===== config.mk =====
export PLATFORM = sky130hd
export DESIGN_NAME = keyboard_scan_code_key_tracker
export DESIGN_NICKNAME = d
export VERILOG_FILES = /design/src/hw/rtl/kst_pkg.sv /design/src/hw/rtl/keyboard_scan_code_key_tracker.sv /design/src/hw/rtl/kst_ctrl.sv /design/src/hw/rtl/kst_datapath.sv
export SDC_FILE = /design/constraint.sdc
export NUM_CORES = 1
export LEC_CHECK = 0
export ABC_CLOCK_PERIOD_IN_PS = 3850
export BUFFER_PORTS_ARGS = -buffer_cell sky130_fd_sc_hd__buf_2
export CAP_MARGIN = 20
export CORE_UTILIZATION = 35
export CTS_BUF_LIST = sky130_fd_sc_hd__clkbuf_16
export CTS_CLUSTER_DIAMETER = 50
export DETAILED_ROUTE_END_ITERATION = 8
export GPL_TIMING_DRIVEN = 0
export HOLD_SLACK_MARGIN = 0.08
export PLACE_DENSITY = 0.48
export SKIP_LAST_GASP = 1
export SLEW_MARGIN = 40
export SYNTH_ARGS = -nofsm -noshare
export SYNTH_HDL_FRONTEND = slang
export SYNTH_SLANG_ARGS = --single-unit

===== constraint.sdc =====
create_clock -name clk -period 3.85 [get_ports clk]
set_clock_uncertainty 0.2 [all_clocks]
set_input_delay 0.5775 -clock clk [delete_from_list [all_inputs] [get_ports clk]]
set_output_delay 0.5775 -clock clk [all_outputs]
set_load 0.01 [all_outputs]

===== src/hw/rtl/kst_pkg.sv =====
// Shared types and constants for the scan-code key tracker.
package kst_pkg;

  localparam logic [1:0] FUNC_SCAN  = 2'd0;
  localparam logic [1:0] FUNC_QUERY = 2'd1;
  localparam logic [1:0] FUNC_CLEAR = 2'd2;

  localparam logic [7:0] PREFIX_BYTE = 8'hE0;

  localparam int unsigned MAP_DEPTH  = 256;
  localparam int unsigned CHUNK_W    = 8;
  localparam int unsigned CHUNK_CNT  = MAP_DEPTH / CHUNK_W;
  localparam int unsigned CHUNK_IW   = $clog2(CHUNK_CNT);
  localparam int unsigned POS_W      = $clog2(CHUNK_W);

  // Keys that carry a name, one bit per key index (bit n = key n).
  localparam logic [MAP_DEPTH-1:0] NAMED_MASK = {
    32'h0000_0000, 32'h000F_AB80, 32'h01A0_0000, 32'h3000_0000,
    32'h0000_0000, 32'h01DF_FFFF, 32'hFFFF_FFFF, 32'hFFFF_FFFE
  };

  typedef struct packed {
    logic capture;
    logic update;
    logic scan_start;
    logic scan_step;
    logic load_out;
  } kst_cmd_t;

  typedef struct packed {
    logic found;
    logic last;
  } kst_sts_t;

endpackage


===== src/hw/rtl/keyboard_scan_code_key_tracker.sv =====
// Top level of the scan-code set 1 key tracker.
// Takes one transaction at a time: capture, key-map update, then a search of the map for the
// lowest pressed named key, eight keys a cycle, stopping at the first hit or after the last of
// its 32 windows. A finished result sits in an output register, so the next transaction is
// accepted while it waits to be taken. Key map and prefix flag clear on reset; no clearing pass
// is needed.
module keyboard_scan_code_key_tracker
  import kst_pkg::*;
(
  input  logic       clk,
  input  logic       rst_n,
  input  logic       in_valid,
  output logic       in_stall,
  input  logic [1:0] in_func,
  input  logic [7:0] in_scan_code,
  input  logic [7:0] in_query_key,
  output logic       out_valid,
  input  logic       out_stall,
  output logic       out_key_is_down,
  output logic [7:0] out_first_down_key,
  output logic       out_any_down
);

  kst_cmd_t cmd;
  kst_sts_t sts;

  kst_ctrl u_ctrl (
    .clk       (clk),
    .rst_n     (rst_n),
    .in_valid  (in_valid),
    .in_stall  (in_stall),
    .out_valid (out_valid),
    .out_stall (out_stall),
    .sts       (sts),
    .cmd       (cmd)
  );

  kst_datapath u_dp (
    .clk                (clk),
    .rst_n              (rst_n),
    .cmd                (cmd),
    .sts                (sts),
    .in_func            (in_func),
    .in_scan_code       (in_scan_code),
    .in_query_key       (in_query_key),
    .out_key_is_down    (out_key_is_down),
    .out_first_down_key (out_first_down_key),
    .out_any_down       (out_any_down)
  );

endmodule


===== src/hw/rtl/kst_ctrl.sv =====
// Controller state machine: sequences capture, map update, search and output load.
module kst_ctrl
  import kst_pkg::*;
(
  input  logic     clk,
  input  logic     rst_n,
  input  logic     in_valid,
  output logic     in_stall,
  output logic     out_valid,
  input  logic     out_stall,
  input  kst_sts_t sts,
  output kst_cmd_t cmd
);

  typedef enum logic [3:0] {
    S_IDLE   = 4'b0001,
    S_UPDATE = 4'b0010,
    S_SCAN   = 4'b0100,
    S_HOLD   = 4'b1000
  } state_t;

  state_t state_r, state_nxt;
  logic   out_valid_r, out_valid_nxt;
  logic   out_free;

  assign out_free  = !out_valid_r || !out_stall;
  assign in_stall  = (state_r != S_IDLE);
  assign out_valid = out_valid_r;

  always_comb begin
    state_nxt = state_r;
    cmd       = '0;
    unique case (state_r)
      S_IDLE: begin
        if (in_valid) begin
          cmd.capture = 1'b1;
          state_nxt   = S_UPDATE;
        end
      end
      S_UPDATE: begin
        cmd.update     = 1'b1;
        cmd.scan_start = 1'b1;
        state_nxt      = S_SCAN;
      end
      S_SCAN: begin
        cmd.scan_step = 1'b1;
        if (sts.found || sts.last) state_nxt = S_HOLD;
      end
      S_HOLD: begin
        // wait here until the output register has room
        if (out_free) begin
          cmd.load_out = 1'b1;
          state_nxt    = S_IDLE;
        end
      end
      default: state_nxt = S_IDLE;
    endcase
  end

  always_comb begin
    out_valid_nxt = out_valid_r;
    if (out_valid_r && !out_stall) out_valid_nxt = 1'b0;
    if (cmd.load_out) out_valid_nxt = 1'b1;
  end

  always_ff @(posedge clk) begin
    if (!rst_n) begin
      state_r     <= S_IDLE;
      out_valid_r <= 1'b0;
    end else begin
      state_r     <= state_nxt;
      out_valid_r <= out_valid_nxt;
    end
  end

endmodule


===== src/hw/rtl/kst_datapath.sv =====
// Datapath: key map, prefix flag, chunked lowest-named-key search and result register.
module kst_datapath
  import kst_pkg::*;
(
  input  logic       clk,
  input  logic       rst_n,
  input  kst_cmd_t   cmd,
  output kst_sts_t   sts,
  input  logic [1:0] in_func,
  input  logic [7:0] in_scan_code,
  input  logic [7:0] in_query_key,
  output logic       out_key_is_down,
  output logic [7:0] out_first_down_key,
  output logic       out_any_down
);

  logic [MAP_DEPTH-1:0] map_r, map_nxt;
  logic                 prefix_r, prefix_nxt;
  logic [1:0]           func_r;
  logic [7:0]           code_r;
  logic [7:0]           query_r;
  logic [CHUNK_IW-1:0]  cnt_r;
  logic [7:0]           first_r;
  logic [CHUNK_W-1:0]   chunk;
  logic [POS_W-1:0]     pos;
  logic                 down_r;
  logic [7:0]           first_out_r;

  always_comb begin
    map_nxt    = map_r;
    prefix_nxt = prefix_r;
    if (cmd.update) begin
      priority if (func_r == FUNC_SCAN) begin
        if (code_r == PREFIX_BYTE) begin
          prefix_nxt = 1'b1;
        end else begin
          map_nxt[{prefix_r, code_r[6:0]}] = ~code_r[7];
          prefix_nxt = 1'b0;
        end
      end else if (func_r == FUNC_CLEAR) begin
        map_nxt = '0;
      end else begin
        map_nxt = map_r;
      end
    end
  end

  // current search window, masked to named keys
  assign chunk = map_r[{cnt_r, POS_W'(0)} +: CHUNK_W]
               & NAMED_MASK[{cnt_r, POS_W'(0)} +: CHUNK_W];

  always_comb begin
    pos = '0;
    for (int i = CHUNK_W - 1; i >= 0; i--) begin
      if (chunk[i]) pos = POS_W'(i);
    end
  end

  assign sts.found = |chunk;
  assign sts.last  = (cnt_r == CHUNK_IW'(CHUNK_CNT - 1));

  always_ff @(posedge clk) begin
    if (!rst_n) begin
      map_r    <= '0;
      prefix_r <= 1'b0;
    end else begin
      map_r    <= map_nxt;
      prefix_r <= prefix_nxt;
    end
  end

  always_ff @(posedge clk) begin
    if (cmd.capture) begin
      func_r  <= in_func;
      code_r  <= in_scan_code;
      query_r <= in_query_key;
    end
    if (cmd.scan_start) begin
      cnt_r   <= '0;
      first_r <= '0;
    end else if (cmd.scan_step) begin
      cnt_r <= cnt_r + 1'b1;
      if (sts.found) first_r <= {cnt_r, pos};
    end
    if (cmd.load_out) begin
      down_r      <= map_r[query_r];
      first_out_r <= first_r;
    end
  end

  assign out_key_is_down    = down_r;
  assign out_first_down_key = first_out_r;
  assign out_any_down       = |first_out_r;

endmodule


==> run metrics <==
first-pass GRT wire length 113 mm; sequential area share after synthesis 37.0%; CTS Buf Count 43; Distinct cells, synth 71; largest net degree at the start of global routing 13; RSZ-0062 raised after global routing no; part of the cycle the worst path needs 99.6%; first-iteration detailed-routing DRC count 1843; Req. time, crit path 3.99 ns; Synth area leader dfxtp_1; Min-Delay Path Class primary input to flop; total track usage 31.6%; crit path DAT 3.97 ns; Setup Viol. Count Final 0; ys flop type dfxtp_1; Yosys top cell area share 32.2%; max-cap violation count 0; I/O pins 34; crit path kind flop to flop; final setup TNS 0 ns; Worst setup SP type flop; top-count cell post-synth dfxtp_1; antenna-violating nets left 0; num rows 80; crit path capture type flop; Post-synth top cells dfxtp_1 (275), o21ai_0 (265), a21oi_1 (264); Mean Syn Cell Area 8.90 um^2; Root Driver clkbuf_16; IO buf count 32; final hold violation count 0; power per cell area 424 nW/um^2; Post-Syn Nets 1948; ys async rst share 0%; worst path bufs/invs 5; die span in x 223 um; GR Overflow Total 0; initial cell density of the core 35.6%; total die area 49700 um^2; Yosys reg bits 302; Remaining DRCs 0; Die Ht 223 um; GP Congestion 0.978; Final Critical Period 3.83 ns; CP peak stage delay 0.53 ns; TritonCTS clock tree built; delay-heaviest family, CP buffers and inverters; clock buffer depth 3; Max VDD drop 280 uV; via count 16700; # nets final 2050; number of global-route vias before repair 15700; Synth area leaders dfxtp_1 (32%), mux4_2 (14%), o21ai_0 (7.8%); Post-synth EDFFs 27; worst-path cell chain buf_2 > buf_2 > buf_2 > buf_16 > mux4_2 > mux4_2 > a221oi_1 > mux4_2 > inv_1; Leak 6.72 nW; ANT cells 0; final core utilization 41.3%; clock latency on the worst-skew pair 0.59 ns; Synth-to-Final Area Change 15.8%; Filler cells 4799; crit path max-delay cell type mux4_2; share of cells above drive strength 1 16.0%; initial antenna violation count 1; crit-path max FO 10; final wirelength 79.4 mm; Slew Viols, Final 0; Initial DRT Pass Iterations 5; Core ar. 47900 um^2; Slew @ Worst Pin 0.979 ns; yosys warns 0; depth of the CTS H-tree 2; Worst-path clk slew 0.06 ns; clock tree sinks 302; outcome complete, no violations; routed vias/inst 6.25; post-CTS setup buffers 0; Slew HR 34.8%; dpl hpwl 55.0 mm; Max Clk Rate 261 MHz; WHS 0.104 ns; Routed wire per std cell 29.8 um; Synth Instances 1918; mapped cell area 17100 um^2
placed cells by master (no fill, tap or decap), types with 8 or more instances in the layout:
| cell | instances |
|---|---|
| buf_2 | 62 |
| nor2_1 | 27 |
| buf_4 | 15 |
| edfxtp_1 | 27 |
| clkbuf_1 | 143 |
| a21boi_1 | 138 |
| nand3_1 | 11 |
| a21oi_1 | 263 |
| nand2_2 | 10 |
| nor2b_1 | 15 |
| clkbuf_16 | 43 |
| nand2_1 | 257 |
| o21ai_0 | 265 |
| inv_1 | 18 |
| mux4_2 | 103 |
| nor3_4 | 9 |
| clkbuf_2 | 22 |
| ha_1 | 8 |
| a21boi_0 | 120 |
| dfxtp_1 | 275 |
| dlygate4sd3_1 | 18 |
| mux2i_1 | 29 |
| nand2b_1 | 8 |
| nand4_1 | 17 |
power by group:
group          leakage, nW  internal, W  switching [W]
sequential            2.47      0.00320      0.0000345
combinational         3.55     0.000379       0.000803
clock                0.703      0.00237        0.00160
what timing repair did:
item                       4_1_cts  5_1_grt
setup endpoints to repair        0        3
hold endpoints to repair        18        0
gates resized for setup          0        3
hold buffers                    18        0
sequential cells by signal, indices dropped and copies added (netlist names), 2 cells and up:
name / flops
u_dp.map_r: 256
u_dp.out_first_down_key: 8
u_dp.cnt_r: 5
u_ctrl.state_r: 4
u_dp.query_r: 8
u_dp.code_r: 8
u_dp.func_r: 2
u_dp.first_r: 8
per-stage QoR:
| stage | setup WS (ns) | std cells | power, W | instance area [um^2] |
|---|---|---|---|---|
| after global placement | -0.783 | 2565 | 0.00442 | 18000 |
| final | 0.0166 | 2667 | 0.00839 | 19800 |
| after CTS | 0.0374 | 2667 | 0.00840 | 19800 |
| after floorplan | 1.00 | 1918 | 0.00400 | 17100 |
| after detailed placement | 0.0314 | 2572 | 0.00444 | 18200 |
| after global routing | 0.0170 | 2667 | 0.00859 | 19800 |
final cells by class:
cell class                      count  area, um^2  share of cell area (%)
Timing Repair Buffer               57         433                    2.19
Tap cell                          615         769                    3.89
Inverter                            7        26.3                   0.133
Clock inverter                     34         307                    1.55
Multi-Input combinational cell   1392        9840                    49.8
Buffer                            217        1010                    5.12
Clock buffer                       43        1080                    5.44
Sequential cell                   302        6320                    31.9
final timing paths:
kind                    from                         end  slack [ns]  cells after the start
min reg2reg  u_dp.first_r[3]  u_dp.out_first_down_key[3]        0.23                      0
max          u_dp.query_r[1]        u_dp.out_key_is_down        0.02                      9
max reg2reg  u_dp.query_r[1]        u_dp.out_key_is_down        0.02                      9
min                 in_valid           u_ctrl.state_r[0]        0.10                      2
worst reg2reg max path: cells and delay by family (launching register included):
kind / cells / cell delay, ns
buf+inv: 5 / 1.49
mux: 3 / 1.29
flops: 1 / 0.31
compound gates: 1 / 0.31
logic make-up after synthesis:
kind of cell | share of synthesized area [%]
AO/OA/AOI/OAI | 29.2
XOR/XNOR | 0.103
adder cells (fa/ha/maj) | 0.586
buffers and inverters | 5.89
flip-flops | 37.0
multiplexers | 15.9
AND/OR/NAND/NOR | 11.4
per-layer routing:
metal,part of all wire [%],wire length (um),up-vias,GRT usage (%)
met1,41,32200,8283,41.1
li1,-,-,7224,-
met3,10,8180,234,8.68
met2,44,34900,914,47.9
met5,0.016,13,-,0
met4,5.2,4130,2,16.1
Note: power is estimated with default switching activity, not from simulation.
